--- config.mk ---
export PLATFORM = sky130hd
export DESIGN_NAME = log_band_power_averager_top_flat
export DESIGN_NICKNAME = d
export VERILOG_FILES = /design/src/hdl/lbp_pkg.sv /design/src/hdl/lbp_if.sv /design/src/hdl/lbp_front.sv /design/src/hdl/lbp_queue.sv /design/src/hdl/lbp_divider.sv /design/src/hdl/log_band_power_averager_top.sv /design/src/flat_wrapper.sv
export SDC_FILE = /design/constraint.sdc
export NUM_CORES = 2
export LEC_CHECK = 0
export ABC_AREA = 0
export BUFFER_PORTS_ARGS = -buffer_cell sky130_fd_sc_hd__buf_4
export CAP_MARGIN = 20
export CORE_ASPECT_RATIO = 1.2
export CORE_MARGIN = 5
export CORE_UTILIZATION = 30
export CTS_BUF_LIST = sky130_fd_sc_hd__clkbuf_2 sky130_fd_sc_hd__clkbuf_4 sky130_fd_sc_hd__clkbuf_8
export CTS_CLUSTER_DIAMETER = 50
export DETAILED_ROUTE_END_ITERATION = 6
export PLACE_DENSITY_LB_ADDON = 0.1
export SYNTH_ARGS = -nofsm -noshare
export SYNTH_HDL_FRONTEND = slang
export SYNTH_HIERARCHICAL = 1
export SYNTH_SLANG_ARGS = --single-unit
--- constraint.sdc ---
create_clock -name i_clk -period 24.5 [get_ports i_clk]
set_clock_uncertainty 0.05 [all_clocks]
set_input_delay 4.9 -clock i_clk [delete_from_list [all_inputs] [get_ports i_clk]]
set_output_delay 4.9 -clock i_clk [all_outputs]
set_load 0.01 [all_outputs]
--- src/hdl/lbp_pkg.sv ---
// lbp_pkg: shared types and constants of the log band power averager.
// No dependencies; every other file uses it.
package lbp_pkg;

    localparam int SUM_W       = 64;   // band power sum
    localparam int MEAN_W      = 48;   // reported mean
    localparam int BAND_NO_W   = 5;    // reported band number
    localparam int BAND_WID_W  = 13;   // band width in bins, up to 8191
    localparam int QUEUE_DEPTH = 4;
    localparam int Q_CNT_W     = $clog2(QUEUE_DEPTH + 1);
    localparam int RADIX_BITS  = 4;    // quotient bits per divider cycle
    localparam int DIV_STEPS   = SUM_W / RADIX_BITS;

    localparam logic [MEAN_W-1:0] MEAN_MAX = {MEAN_W{1'b1}};

    // one finished band waiting for its division
    typedef struct packed {
        logic [BAND_NO_W-1:0]  band_no;
        logic [SUM_W-1:0]      sum;
        logic [BAND_WID_W-1:0] width;
        logic                  final_band;
    } t_job;

    typedef struct packed {
        logic [Q_CNT_W-1:0] count;
        logic               not_empty;
    } t_q_stat;

    typedef enum logic [1:0] {
        DS_IDLE,
        DS_RUN,
        DS_DONE
    } t_div_state;

endpackage

--- src/hdl/lbp_if.sv ---
// Stream interfaces of the log band power averager: sample input, band output.
// Depends on lbp_pkg for the output field widths.
interface lbp_in_if #(
    parameter int SAMPLE_WIDTH = 24
);
    logic                           valid;
    logic                           ready;
    logic                           frame_start;
    logic signed [SAMPLE_WIDTH-1:0] re_part;
    logic signed [SAMPLE_WIDTH-1:0] im_part;

    modport source (output valid, frame_start, re_part, im_part, input ready);
    modport sink   (input valid, frame_start, re_part, im_part, output ready);
endinterface

interface lbp_out_if;
    logic                           valid;
    logic                           ready;
    logic [lbp_pkg::BAND_NO_W-1:0]  band_number;
    logic [lbp_pkg::MEAN_W-1:0]     mean_power;
    logic                           final_band;

    modport source (output valid, band_number, mean_power, final_band, input ready);
    modport sink   (input valid, band_number, mean_power, final_band, output ready);
endinterface

--- src/hdl/lbp_front.sv ---
// lbp_front: takes samples, tracks index and band, squares and accumulates power,
// and pushes each finished band sum to the job queue. Depends on lbp_pkg, lbp_if.
module lbp_front #(
    parameter int NUM_BANDS       = 32,
    parameter int FFT_HALF_POINTS = 1024,
    parameter int SAMPLE_WIDTH    = 24
) (
    input  logic             i_clk,
    input  logic             i_rst_n,
    lbp_in_if.sink           i_in,
    input  lbp_pkg::t_q_stat i_q_stat,
    output logic             o_push,
    output lbp_pkg::t_job    o_job
);
    import lbp_pkg::*;

    localparam int EW    = $clog2(FFT_HALF_POINTS + 1);
    localparam int BW    = $clog2(NUM_BANDS + 1);
    localparam int SW    = SAMPLE_WIDTH;
    localparam int IDX_W = 16;
    localparam logic [IDX_W-1:0] INDEX_LIMIT = {IDX_W{1'b1}};
    localparam int LOW_FREQ  = 318;
    localparam int HIGH_FREQ = 2000;
    localparam int RATE_SPAN = 2756;

    typedef logic [NUM_BANDS:0][EW-1:0] t_edges;
    typedef logic [NUM_BANDS:0][BW-1:0] t_bands;

    // log2 with 32 fraction bits, rounded down
    function automatic logic [63:0] fixed_log2(input logic [63:0] x_in);
        logic [63:0] x;
        logic [63:0] y;
        logic [63:0] frac;
        int          n;
        x = (x_in == 64'd0) ? 64'd1 : x_in;
        n = 0;
        while (n < 63 && (x >> (n + 1)) != 64'd0) n++;
        y    = (x << 30) >> n;
        frac = 64'd0;
        for (int b = 31; b >= 0; b--) begin
            y = (y * y) >> 30;
            if (y >= (64'd2 << 30)) begin
                y       = y >> 1;
                frac[b] = 1'b1;
            end
        end
        return (64'(n) << 32) | frac;
    endfunction

    // band edges compared in the log domain, clamped to [1, FFT_HALF_POINTS]
    function automatic t_edges build_edges();
        t_edges      e;
        logic [63:0] llo;
        logic [63:0] lhi;
        logic [63:0] lscale;
        logic [63:0] lhs;
        logic [63:0] rhs;
        int          k;
        logic        stop;
        llo    = fixed_log2(64'(LOW_FREQ));
        lhi    = fixed_log2(64'(HIGH_FREQ));
        lscale = 64'(NUM_BANDS) * fixed_log2(64'(2 * FFT_HALF_POINTS));
        k      = 1;
        for (int i = 0; i <= NUM_BANDS; i++) begin
            lhs  = 64'(NUM_BANDS - i) * llo + 64'(i) * lhi + lscale;
            stop = 1'b0;
            while (k < FFT_HALF_POINTS && !stop) begin
                rhs = 64'(NUM_BANDS) * fixed_log2(64'(2 * k + 1) * 64'(RATE_SPAN));
                if (lhs >= rhs) k++;
                else stop = 1'b1;
            end
            e[i] = EW'(k);
        end
        return e;
    endfunction

    function automatic t_edges build_hi(input t_edges e);
        t_edges h;
        for (int b = 0; b < NUM_BANDS; b++) h[b] = e[b + 1];
        h[NUM_BANDS] = '0;
        return h;
    endfunction

    // band that follows b, skipping empty bands; NUM_BANDS when none is left
    function automatic t_bands build_next(input t_edges e);
        t_bands nx;
        int     nf;
        nf = NUM_BANDS;
        nx[NUM_BANDS] = BW'(NUM_BANDS);
        for (int b = NUM_BANDS - 1; b >= 0; b--) begin
            nx[b] = BW'(nf);
            if (e[b] != e[b + 1]) nf = b;
        end
        return nx;
    endfunction

    function automatic int first_band(input t_edges e);
        int nf;
        nf = NUM_BANDS;
        for (int b = NUM_BANDS - 1; b >= 0; b--) begin
            if (e[b] != e[b + 1]) nf = b;
        end
        return nf;
    endfunction

    localparam t_edges          EDGE_LO    = build_edges();
    localparam t_edges          EDGE_HI    = build_hi(EDGE_LO);
    localparam t_bands          NEXT_BAND  = build_next(EDGE_LO);
    localparam logic [BW-1:0]   FIRST_BAND = BW'(first_band(EDGE_LO));

    // index / band state
    logic [IDX_W-1:0] r_idx, n_idx;
    logic [BW-1:0]    r_band, n_band;

    // stage A: squares and band flags
    logic                  r_p_valid;
    logic                  r_p_clr;
    logic                  r_p_inb;
    logic                  r_p_last;
    logic [2*SW-1:0]       r_sq_re;
    logic [2*SW-1:0]       r_sq_im;
    logic [BAND_NO_W-1:0]  r_p_band;
    logic [BAND_WID_W-1:0] r_p_width;
    logic                  r_p_final;

    // stage B: running sum
    logic [SUM_W-1:0] r_sum, n_sum;

    logic             accept;
    logic             pending;
    logic [IDX_W-1:0] eff_idx;
    logic [BW-1:0]    eff_band;
    logic [EW-1:0]    lo;
    logic [EW-1:0]    hi;
    logic             in_band;
    logic             last;
    logic [SW-1:0]    mag_re;
    logic [SW-1:0]    mag_im;
    logic [SUM_W-1:0] pow;
    logic [SUM_W-1:0] base;
    logic [SUM_W:0]   sum_ext;
    logic [SUM_W-1:0] acc;

    // a band held in stage A still needs a queue slot
    assign pending    = r_p_valid & r_p_inb & r_p_last;
    assign i_in.ready = ({1'b0, i_q_stat.count} + (Q_CNT_W + 1)'(pending))
                        < (Q_CNT_W + 1)'(QUEUE_DEPTH);
    assign accept     = i_in.valid & i_in.ready;

    always_comb begin
        eff_idx  = i_in.frame_start ? '0 : r_idx;
        eff_band = i_in.frame_start ? FIRST_BAND : r_band;
        lo       = EDGE_LO[eff_band];
        hi       = EDGE_HI[eff_band];
        in_band  = (eff_band < BW'(NUM_BANDS)) && (eff_idx >= IDX_W'(lo)) && (eff_idx < IDX_W'(hi));
        last     = ((IDX_W + 1)'(eff_idx) + (IDX_W + 1)'(1)) == (IDX_W + 1)'(hi);
        n_idx    = r_idx;
        n_band   = r_band;
        if (accept) begin
            n_idx  = (eff_idx == INDEX_LIMIT) ? eff_idx : eff_idx + IDX_W'(1);
            n_band = (in_band && last) ? NEXT_BAND[eff_band] : eff_band;
        end
    end

    assign mag_re = i_in.re_part[SW-1] ? (~i_in.re_part + SW'(1)) : i_in.re_part;
    assign mag_im = i_in.im_part[SW-1] ? (~i_in.im_part + SW'(1)) : i_in.im_part;

    always_ff @(posedge i_clk) begin
        if (!i_rst_n) begin
            r_idx     <= '0;
            r_band    <= FIRST_BAND;
            r_p_valid <= 1'b0;
            r_sum     <= '0;
        end else begin
            r_idx     <= n_idx;
            r_band    <= n_band;
            r_p_valid <= accept;
            r_sum     <= n_sum;
        end
    end

    always_ff @(posedge i_clk) begin
        if (accept) begin
            r_p_clr   <= i_in.frame_start;
            r_p_inb   <= in_band;
            r_p_last  <= last;
            r_sq_re   <= (2 * SW)'(mag_re) * (2 * SW)'(mag_re);
            r_sq_im   <= (2 * SW)'(mag_im) * (2 * SW)'(mag_im);
            r_p_band  <= BAND_NO_W'(eff_band);
            r_p_width <= BAND_WID_W'(hi - lo);
            r_p_final <= NEXT_BAND[eff_band] == BW'(NUM_BANDS);
        end
    end

    // each square is at most 2^62, so their sum fits the sum width
    always_comb begin
        pow     = SUM_W'(r_sq_re) + SUM_W'(r_sq_im);
        base    = (r_p_valid && r_p_clr) ? '0 : r_sum;
        sum_ext = {1'b0, base} + {1'b0, pow};
        acc     = sum_ext[SUM_W] ? {SUM_W{1'b1}} : sum_ext[SUM_W-1:0];
        n_sum   = base;
        o_push  = 1'b0;
        if (r_p_valid && r_p_inb) begin
            if (r_p_last) begin
                o_push = 1'b1;
                n_sum  = '0;
            end else begin
                n_sum  = acc;
            end
        end
        o_job.band_no    = r_p_band;
        o_job.sum        = acc;
        o_job.width      = r_p_width;
        o_job.final_band = r_p_final;
    end

`ifndef ASSERT_OFF
    a_push_room: assert property (@(posedge i_clk) disable iff (!i_rst_n)
        o_push |-> (i_q_stat.count < Q_CNT_W'(QUEUE_DEPTH)))
        else $error("band pushed into a full queue");
    a_push_width: assert property (@(posedge i_clk) disable iff (!i_rst_n)
        o_push |-> (o_job.width != '0))
        else $error("empty band pushed");
`endif

endmodule

--- src/hdl/lbp_queue.sv ---
// lbp_queue: short register FIFO of finished band sums between front and divider.
// Depends on lbp_pkg.
module lbp_queue (
    input  logic             i_clk,
    input  logic             i_rst_n,
    input  logic             i_push,
    input  lbp_pkg::t_job    i_job,
    input  logic             i_pop,
    output lbp_pkg::t_job    o_head,
    output lbp_pkg::t_q_stat o_stat
);
    import lbp_pkg::*;

    localparam int PTR_W = $clog2(QUEUE_DEPTH);

    t_job               r_mem [QUEUE_DEPTH];
    logic [PTR_W-1:0]   r_wr, r_rd;
    logic [Q_CNT_W-1:0] r_count;

    always_ff @(posedge i_clk) begin
        if (!i_rst_n) begin
            r_wr    <= '0;
            r_rd    <= '0;
            r_count <= '0;
        end else begin
            if (i_push) r_wr <= r_wr + PTR_W'(1);
            if (i_pop)  r_rd <= r_rd + PTR_W'(1);
            r_count <= r_count + Q_CNT_W'(i_push) - Q_CNT_W'(i_pop);
        end
    end

    always_ff @(posedge i_clk) begin
        if (i_push) r_mem[r_wr] <= i_job;
    end

    assign o_head           = r_mem[r_rd];
    assign o_stat.count     = r_count;
    assign o_stat.not_empty = r_count != '0;

`ifndef ASSERT_OFF
    a_pop_data: assert property (@(posedge i_clk) disable iff (!i_rst_n)
        i_pop |-> (r_count != '0))
        else $error("pop from an empty queue");
`endif

endmodule

--- src/hdl/lbp_divider.sv ---
// lbp_divider: radix-16 restoring divide of a band sum by its width, saturates
// the mean and holds it in the output register. Depends on lbp_pkg, lbp_if.
module lbp_divider (
    input  logic             i_clk,
    input  logic             i_rst_n,
    input  lbp_pkg::t_job    i_head,
    input  lbp_pkg::t_q_stat i_q_stat,
    output logic             o_pop,
    lbp_out_if.source        o_out
);
    import lbp_pkg::*;

    localparam int STEP_W = $clog2(DIV_STEPS);
    localparam logic [STEP_W-1:0] LAST_STEP = STEP_W'(DIV_STEPS - 1);

    t_div_state r_state, n_state;

    logic [SUM_W-1:0]      r_q, n_q;
    logic [BAND_WID_W-1:0] r_rem, n_rem;
    logic [BAND_WID_W-1:0] r_div;
    logic [STEP_W-1:0]     r_step;
    logic [BAND_NO_W-1:0]  r_band;
    logic                  r_final;
    logic [MEAN_W-1:0]     r_mean;
    logic                  load;

    always_comb begin
        n_state = r_state;
        case (r_state)
            DS_IDLE: if (i_q_stat.not_empty) n_state = DS_RUN;
            DS_RUN:  if (r_step == LAST_STEP) n_state = DS_DONE;
            DS_DONE: begin
                if (o_out.ready) n_state = i_q_stat.not_empty ? DS_RUN : DS_IDLE;
            end
            default: n_state = DS_IDLE;
        endcase
    end

    always_comb begin
        load        = 1'b0;
        o_out.valid = 1'b0;
        case (r_state)
            DS_IDLE: load = i_q_stat.not_empty;
            DS_RUN:  load = 1'b0;
            DS_DONE: begin
                o_out.valid = 1'b1;
                load        = o_out.ready & i_q_stat.not_empty;
            end
            default: load = 1'b0;
        endcase
    end

    assign o_pop = load;

    // four compare-subtract steps per cycle; remainder stays below the width
    always_comb begin : div_step
        logic [BAND_WID_W:0] trial;
        n_q   = r_q;
        n_rem = r_rem;
        for (int s = 0; s < RADIX_BITS; s++) begin
            trial = {n_rem, n_q[SUM_W-1]};
            n_q   = {n_q[SUM_W-2:0], 1'b0};
            if (trial >= {1'b0, r_div}) begin
                n_rem  = BAND_WID_W'(trial - {1'b0, r_div});
                n_q[0] = 1'b1;
            end else begin
                n_rem  = trial[BAND_WID_W-1:0];
            end
        end
    end

    always_ff @(posedge i_clk) begin
        if (!i_rst_n) begin
            r_state <= DS_IDLE;
            r_step  <= '0;
        end else begin
            r_state <= n_state;
            if (load)                  r_step <= '0;
            else if (r_state == DS_RUN) r_step <= r_step + STEP_W'(1);
        end
    end

    always_ff @(posedge i_clk) begin
        if (load) begin
            r_q     <= i_head.sum;
            r_rem   <= '0;
            r_div   <= i_head.width;
            r_band  <= i_head.band_no;
            r_final <= i_head.final_band;
        end else if (r_state == DS_RUN) begin
            r_q   <= n_q;
            r_rem <= n_rem;
            if (r_step == LAST_STEP) begin
                r_mean <= (n_q[SUM_W-1:MEAN_W] != '0) ? MEAN_MAX : n_q[MEAN_W-1:0];
            end
        end
    end

    assign o_out.band_number = r_band;
    assign o_out.mean_power  = r_mean;
    assign o_out.final_band  = r_final;

`ifndef ASSERT_OFF
    a_rem_bound: assert property (@(posedge i_clk) disable iff (!i_rst_n)
        (r_state == DS_RUN) |-> (r_rem < r_div))
        else $error("divider remainder out of range");
    a_run_entry: assert property (@(posedge i_clk) disable iff (!i_rst_n)
        (r_state == DS_RUN && r_step == '0) |-> $past(load))
        else $error("divide started without a job");
`endif

endmodule

--- src/hdl/log_band_power_averager_top.sv ---
// log_band_power_averager_top: mean power over log-spaced FFT bands.
// Depends on lbp_pkg, lbp_if, lbp_front, lbp_queue, lbp_divider.
//
//  channel | dir | beat payload                          | accepted when
//  --------+-----+---------------------------------------+------------------------
//  i_in    | in  | frame_start, re_part, im_part         | i_in.valid & i_in.ready
//  o_out   | out | band_number, mean_power, final_band   | o_out.valid & o_out.ready
//
// Cycles: the front takes one sample beat per cycle while the job queue has room.
// The divider loads one finished band at a time and works it in DIV_STEPS steps of
// 4 quotient bits each; that divider sets the band rate.
// Reset: synchronous, active low; the band edge ROM is constant logic, so there
// is no clearing pass and the block takes beats the cycle after reset.
// Stalls: i_in.ready drops while the queued band sums plus a band about to be
// queued fill all four slots; a result held on o_out stalls only the divider,
// the front keeps summing until the queue fills.
module log_band_power_averager_top #(
    parameter int NUM_BANDS       = 32,
    parameter int FFT_HALF_POINTS = 1024,
    parameter int SAMPLE_WIDTH    = 24
) (
    input  logic      i_clk,
    input  logic      i_rst_n,
    lbp_in_if.sink    i_in,
    lbp_out_if.source o_out
);
    import lbp_pkg::*;

    t_job    push_job;
    logic    push;
    t_job    head_job;
    logic    pop;
    t_q_stat q_stat;

    // front: index tracking, band lookup, squaring, accumulation
    lbp_front #(
        .NUM_BANDS       (NUM_BANDS),
        .FFT_HALF_POINTS (FFT_HALF_POINTS),
        .SAMPLE_WIDTH    (SAMPLE_WIDTH)
    ) u_front (
        .i_clk    (i_clk),
        .i_rst_n  (i_rst_n),
        .i_in     (i_in),
        .i_q_stat (q_stat),
        .o_push   (push),
        .o_job    (push_job)
    );

    // decoupling queue of finished band sums
    lbp_queue u_queue (
        .i_clk   (i_clk),
        .i_rst_n (i_rst_n),
        .i_push  (push),
        .i_job   (push_job),
        .i_pop   (pop),
        .o_head  (head_job),
        .o_stat  (q_stat)
    );

    // back: sum / width and the output register
    lbp_divider u_divider (
        .i_clk    (i_clk),
        .i_rst_n  (i_rst_n),
        .i_head   (head_job),
        .i_q_stat (q_stat),
        .o_pop    (pop),
        .o_out    (o_out)
    );

endmodule

--- src/flat_wrapper.sv ---
// flat-port wrapper written by rule: the top's interface ports become plain ports
module log_band_power_averager_top_flat import lbp_pkg::*;
#(
    parameter int NUM_BANDS       = 32,
    parameter int FFT_HALF_POINTS = 1024,
    parameter int SAMPLE_WIDTH    = 24
)
  (i_clk, i_rst_n, i_in_valid, i_in_frame_start, i_in_re_part, i_in_im_part, i_in_ready, o_out_valid, o_out_band_number, o_out_mean_power, o_out_final_band, o_out_ready);
  lbp_in_if #(.SAMPLE_WIDTH(SAMPLE_WIDTH)) i_in_i ();
  lbp_out_if o_out_i ();
  input  logic i_clk;
  input  logic i_rst_n;
  input wire logic [$bits(i_in_i.valid)-1:0] i_in_valid;
  input wire logic [$bits(i_in_i.frame_start)-1:0] i_in_frame_start;
  input wire logic [$bits(i_in_i.re_part)-1:0] i_in_re_part;
  input wire logic [$bits(i_in_i.im_part)-1:0] i_in_im_part;
  output wire logic [$bits(i_in_i.ready)-1:0] i_in_ready;
  output wire logic [$bits(o_out_i.valid)-1:0] o_out_valid;
  output wire logic [$bits(o_out_i.band_number)-1:0] o_out_band_number;
  output wire logic [$bits(o_out_i.mean_power)-1:0] o_out_mean_power;
  output wire logic [$bits(o_out_i.final_band)-1:0] o_out_final_band;
  input wire logic [$bits(o_out_i.ready)-1:0] o_out_ready;
  assign i_in_i.valid = i_in_valid;
  assign i_in_i.frame_start = i_in_frame_start;
  assign i_in_i.re_part = i_in_re_part;
  assign i_in_i.im_part = i_in_im_part;
  assign i_in_ready = i_in_i.ready;
  assign o_out_valid = o_out_i.valid;
  assign o_out_band_number = o_out_i.band_number;
  assign o_out_mean_power = o_out_i.mean_power;
  assign o_out_final_band = o_out_i.final_band;
  assign o_out_i.ready = o_out_ready;
  log_band_power_averager_top #(.NUM_BANDS(NUM_BANDS), .FFT_HALF_POINTS(FFT_HALF_POINTS), .SAMPLE_WIDTH(SAMPLE_WIDTH)) u_core (.i_clk(i_clk), .i_rst_n(i_rst_n), .i_in(i_in_i), .o_out(o_out_i));
endmodule
Word level (Yosys, flattened, before mapping) --
Memory sizes are Yosys's and may differ from the RTL's. A register that Yosys moved wholly into a read port is not among the register bits. Cells that the tools add are included.
Cells by class: mux-type cells 36, reduce and logical (&&, ||, !) cells 12, divide/modulo/power cells 0, $add $sub $neg 17, shift-type cells 0, bitwise logic cells 8, order comparisons 9, equal/unequal tests 9, $mul 2
Operators by type and width (number):
- 2-to-1 mux 64 bit | 6
- multiplier 24 x 24 -> 48 bit | 2
- adder 64 x 49 -> 65 bit | 1
- greater-or-equal comparator 14 x 13 -> 1 bit | 4
- 2-to-1 mux 13 bit | 4
- subtractor 13 bit | 4
- adder 48 x 48 -> 49 bit | 1
- adder 24 x 2 -> 24 bit, second input constant | 2
- 2-to-1 mux 24 bit | 2
- inverter 24 bit | 2
- 2-to-1 mux 16 bit | 2
- 2-to-1 mux 11 bit | 2
- 2-to-1 mux 6 bit | 3
- adder 16 x 1 -> 17 bit, second input constant | 1
- == test 17 x 11 -> 1 bit | 1
- adder 16 x 1 -> 16 bit, second input constant | 1
- == test 16 bit, second input constant | 1
- greater-or-equal comparator 16 x 11 -> 1 bit | 1
- less-than comparator 16 x 11 -> 1 bit | 1
- nonzero test 16 bit | 1
- subtractor 11 x 11 -> 12 bit | 1
- 2-to-1 mux 1 bit | 10
- 2-to-1 mux 2 bit | 5
- less-than comparator 6 x 7 -> 1 bit, second input constant | 1
- other kinds (22) | 34
Storage, ports and cells: bits in writable memories 332, memory bits (read-only) 1792, memories 4, bits in registers 362, output and inout bits 56, latch bits 0, word-level logic and storage cells 120, input port bits 53
Memories:
- (name not given) | words 64, bits a word 11, rd ports 1, clocked after memory_dff 0, wr ports 0, line lbp_front.sv:154 | hi = EDGE_HI[eff_band];
- (name not given) | words 64, bits a word 11, rd ports 1, clocked after memory_dff 0, wr ports 0, line lbp_front.sv:153 | lo = EDGE_LO[eff_band];
- (name not given) | words 64, bits a word 6, rd ports 1, clocked after memory_dff 0, wr ports 0, line lbp_front.sv:191 | r_p_final <= NEXT_BAND[eff_band] == BW'(NUM_BANDS);
- u_core.u_queue.r_mem | words 4, bits a word 83, rd ports 1, clocked after memory_dff 1, wr ports 1, line lbp_queue.sv:16 | t_job r_mem [QUEUE_DEPTH];

Depth between registers and ports, before layout --
depth in word-level cells 10, depth in mapped cells 46, mapped depth without buffers 41

By module --
The synthesis kept the hierarchy.
By module, submodules not included:
- lbp_front | times used 1, area an instance 46026.6 um^2, cells each 5088, seq. area each 5195.0 um^2
- lbp_queue | times used 1, area an instance 12408.2 um^2, cells each 474, seq. area each 10149.7 um^2
- lbp_divider | times used 1, area an instance 8839.7 um^2, cells each 899, seq. area each 4314.1 um^2

Worst setup path before layout --
No wires, ideal clock.
path type input to register, start in i_in_im_part[0], end reg u_core.u_front.r_sq_im[45] (data pin), path slack 10.654 ns, setup time 0.259 ns, cell stages on the path 33, path buffers 2, data required time 24.191 ns, arrival 13.538 ns, cell sequence buf_2 > or2_2 > or4_1 > or2_1 > or4_4 > or3_4 > and2_1 > xor2_1 > clkbuf_1 > nand2_1 > fa_1 > inv_1 > fa_1 > fa_1 > inv_1 > fa_1 > inv_1 > fa_1 > inv_1 > fa_1 > inv_1 > fa_1 > ha_1 > nand2_1 > o21ai_0 > nor3_1 > o21a_1 > o31ai_1 > a31oi_1 > o31a_1 > o21ai_0 > a41o_1 > xor2_1
On the way: longest elaborated chain between the ends 4
RTL lines:
- from (decl) | line flat_wrapper.sv:16 | input wire logic [$bits(i_in_i.im_part)-1:0] i_in_im_part;
- inverter 24 bit | line lbp_front.sv:166 | assign mag_im = i_in.im_part[SW-1] ? (~i_in.im_part + SW'(1)) : i_in.im_part;
- adder 24 x 2 -> 24 bit | line lbp_front.sv:166
- 2-to-1 mux 24 bit (*) | line lbp_front.sv:166
- multiplier 24 x 24 -> 48 bit (*) | line lbp_front.sv:188 | r_sq_im <= (2 * SW)'(mag_im) * (2 * SW)'(mag_im);
- to (signal assigned) | line lbp_front.sv:188
- to (decl) | line lbp_front.sv:121 | logic [2*SW-1:0] r_sq_im;
Every way passes the cells marked *; elsewhere a longest branch is shown, timed or not. A chain may end at the register's enable or synchronous reset.

Worst setup path after layout --
Ends and elaborated chain as after synthesis.

==> summary.md <==
| Metric | Value |
|---|---|
| Status | complete, no violations |
| Seq/Total Area, Yosys | 29.22% |
| DR vias/cell | 4.687 |
| Synth area leaders | fa_1 (27%), edfxtp_1 (26%), ha_1 (9.1%) |
| Startpoint Class | input port |
| CP Class | input port to flop |
| Tightest Pin Transition | between 1 and 1.5 ns |
| Ys async rst share | 0% |
| Yosys top cell by area | fa_1 |
| Largest family of logic cells by synthesized area | adder cells |
| Slowest CP cell | o31ai_1 |
| ANT nets after route | 0 |
| Hold path startpoint | u_core/u_divider/r_rem[12] |
| Crit path capture type | flop |
| GP Congestion | 0.8438 |
| Critical path's top delay family | adder cells |
| Worst hold path type | flop to flop |
| Max Clock Freq | roughly 67 MHz |
| Reg clk slew, reported paths | about 0.07 ns |
| CTS tree | done |
| Final setup fails | 0 |
| Nets | 8,009 |
| CTS Buffer Depth | 3 |
| Clk_lat worst skew | between 0.8 and 0.9 ns |
| Multiplexer area fraction after synthesis | about 3.3% |
| Slowest stage delay, CP | 0.71 ns |
| Post-CTS Setup Repair Bufs | 0 |
| Gr ovfl total | 0 |
| Die area | ~230,000 um2 |
| Initial core utilization | approximately 30% |
| I/O Pins | 109 |
| Synthesized area | slightly below 70,000 um2 |
| Synth cell types | 100 |
| Final Hold Viols | 0 |
| Pin count of the biggest net entering global routing | between 60 and 70 |
| Main synth FF type | edfxtp_1 |
| Final period utilization | between 60% and 70% |
| Worst Hold End | u_core/u_divider/r_rem[12] |
| Cells after Synth | 6,461 |
| CTS resizes | 0 |
| Flops & latches, synth | 693 |
| Worst slew slack as a fraction of its limit | a little over a quarter |
| Root Buffer | clkbuf_8 |
| Most numerous cell in the Yosys netlist | inv_1 |
| Drt total wl | 193.7 mm |
| Synth Area in Adders | between 30% and 40% |
| Reg-to-reg setup timing slack | ~13 ns |
| Max Slew Vio Count | 0 |
| Compound-cell area share of the yosys netlist | under 10% |
| Tot GR Track Use | 16.59% |
| Worst path arrival time | 15.42 ns |
| Port bufs | ~110 |
| Area Growth Syn to Fin | 9.906% |
| Chip width | 442.3 um |
| Htree depth | 3 |
| Reg2Reg Depth | 37 |
| Yosys top cell area share | a little over a quarter |
| Setup TNS | 0 ns |
| Post-Synth Simple-Gate Area | roughly 11% |
| Most frequent cells after synthesis | inv_1 (1,261), fa_1 (901), nand2_1 (749), edfxtp_1 (578), ha_1 (490) |
| CTS Sinks | around 700 |
| Total CTS buffers | between 100 and 150 |
| Post-route DRC | 0 |
| RR Startpoint | u_core/u_divider/r_div[1] |
| EDFF count, synth | about 580 |
| Global-route wire length before repair | between 300 and 400 mm |
| Core Area | 223,200 um2 |
| Mean area per synthesized cell | about 10 um2 |
| Crit-path max FO | 16 |
| Antenna violations before repair | 3 |
| Vias in the first global route | between 40,000 and 50,000 |
| Layout cells sized above 1 | under 10% |
| Drt pass-1 iters | 5 |
| End of the worst register-to-register path | u_core/u_divider/r_rem[10] |
| YS warnings | 6 |
| Xor and xnor area share after synthesis | under 10% |
| Maxcap violations | 0 |
| Final Critical Period | between 10 and 15 ns |
| Num rows | 190 |
| RSZ-0062 raised after global routing | no |
| Worst Path Required | 25.10 ns |
| Die Ht | 528.7 um |
| DR WL/cell | between 20 and 25 um |
| Vias | ~45,000 |
| Hold_buf cts | 0 |
| Hold Crit Depth | 2 |
| Worst Path Buf+Inv | 8 |
| DPL Wire Length | around 150 mm |
| Drt initial violations | about 2,400 |
-- metal layers --
| layer | global-route usage (%) | part of all wire [%] | vias up |
|---|---|---|---|
| met3 | 1.517 | 3.0 | 177 |
| met2 | 29.56 | 50 | 774 |
| li1 | - | - | 21218 |
| met5 | 0 | 0 | - |
| met1 | 21.98 | 45 | 23000 |
| met4 | 3.557 | 2.2 | 0 |
-- worst max-delay path by stage --
stage               slack, ns             from  depth (start not counted)                          to
global route             9.18  i_in_im_part[0]                         34  u_core/u_front/r_sq_im[45]
CTS                      9.64  i_in_im_part[0]                         34  u_core/u_front/r_sq_im[45]
global placement         8.90  i_in_re_part[0]                         32  u_core/u_front/r_sq_re[42]
finish                   9.68  i_in_im_part[0]                         34  u_core/u_front/r_sq_im[45]
floorplan               10.65  i_in_im_part[0]                         33  u_core/u_front/r_sq_im[45]
detailed placement       8.72  i_in_im_part[0]                         34  u_core/u_front/r_sq_im[45]
-- registers in the layout, summed over array words and instances (netlist names), 3 cells and up, named ones only --
register,count
u_core/u_queue/r_mem,332
u_core/u_front/r_sum,64
u_core/u_front/r_band,6
u_core/u_divider/r_step,4
u_core/u_divider/o_out.band_number,5
u_core/u_divider/o_out.mean_power,48
u_core/u_front/r_sq_im,47
u_core/u_front/r_p_width,12
u_core/u_divider/r_div,13
u_core/u_divider/r_q,64
u_core/u_divider/r_rem,13
u_core/u_front/r_idx,16
u_core/u_queue/r_count,3
u_core/u_front/r_sq_re,47
u_core/u_front/r_p_band,5
-- cells in the final DEF (no fill, tap or decap), drive strengths merged, types with 20 or more instances in the layout --
| cell type | instances |
|---|---|
| fa | 901 |
| clkinv | 55 |
| o21bai | 30 |
| xor2 | 107 |
| o21a | 24 |
| or3 | 22 |
| mux4 | 84 |
| clkbuf | 142 |
| nor2b | 41 |
| o21ai | 173 |
| xnor2 | 167 |
| edfxtp | 578 |
| o31ai | 23 |
| a22o | 47 |
| and2 | 81 |
| a211oi | 36 |
| mux2i | 29 |
| or2 | 58 |
| inv | 1284 |
| and3 | 35 |
| dfxtp | 115 |
| conb | 36 |
| nor2 | 370 |
| nand3 | 69 |
| nand2b | 39 |
| a31oi | 38 |
| buf | 180 |
| nand4 | 40 |
| o211ai | 20 |
| a21boi | 21 |
| nand2 | 757 |
| a21o | 87 |
| ha | 490 |
| nor3 | 59 |
| a21oi | 216 |
-- metrics by stage --
step / worst slack [ns] / util [%] / cell area [um2] / hold slack (ns) / instances
6_report: 9.682 / 33.12 / 73940 / 0.4215 / 9638
5_1_grt: 9.182 / 33.12 / 73930 / 0.4436 / 9636
4_1_cts: 9.635 / 33.11 / 73910 / 0.4065 / 9632
3_5_place_dp: 8.725 / 32.10 / 71660 / 0.4142 / 9428
3_3_place_gp: 8.902 / 32.10 / 71650 / 0.4051 / 9428
2_1_floorplan: 10.65 / - / 67400 / 0.3786 / 6495
-- logic make-up after synthesis --
group                      after synthesis
muxes                                  116
buffers and inverters                 1506
adders and majority gates             1391
DFF                                    693
and+or+nand+nor                       1639
AOI/OAI and AO/OA                      839
xor gates and xnor gates               275
other                                    2
-- layout make-up --
class	count	area [um2]
Sequential cell	693	19670
Timing Repair Buffer	180	1359
Multi-Input combinational cell	4296	42100
Inverter	1284	4826
Clock inverter	62	498.0
Fill cell	22958	149300
Tap cell	2976	3724
Clock buffer	142	1754
Antenna cell	5	12.51
-- worst reg2reg max path: cells and delay by family (launching register included) --
family | cells | cell delay (ns)
AO/OA/AOI/OAI | 20 | 5.63
adder cells (fa/ha/maj) | 4 | 1.79
buffers and inverters | 2 | 0.48
flip-flops | 1 | 0.50
multiplexers | 2 | 0.45
AND/OR/NAND/NOR | 9 | 2.36
Power is left out: the tool's default activity adds up to more than one toggle a clock period on the data nets, which glitch-free logic cannot reach.
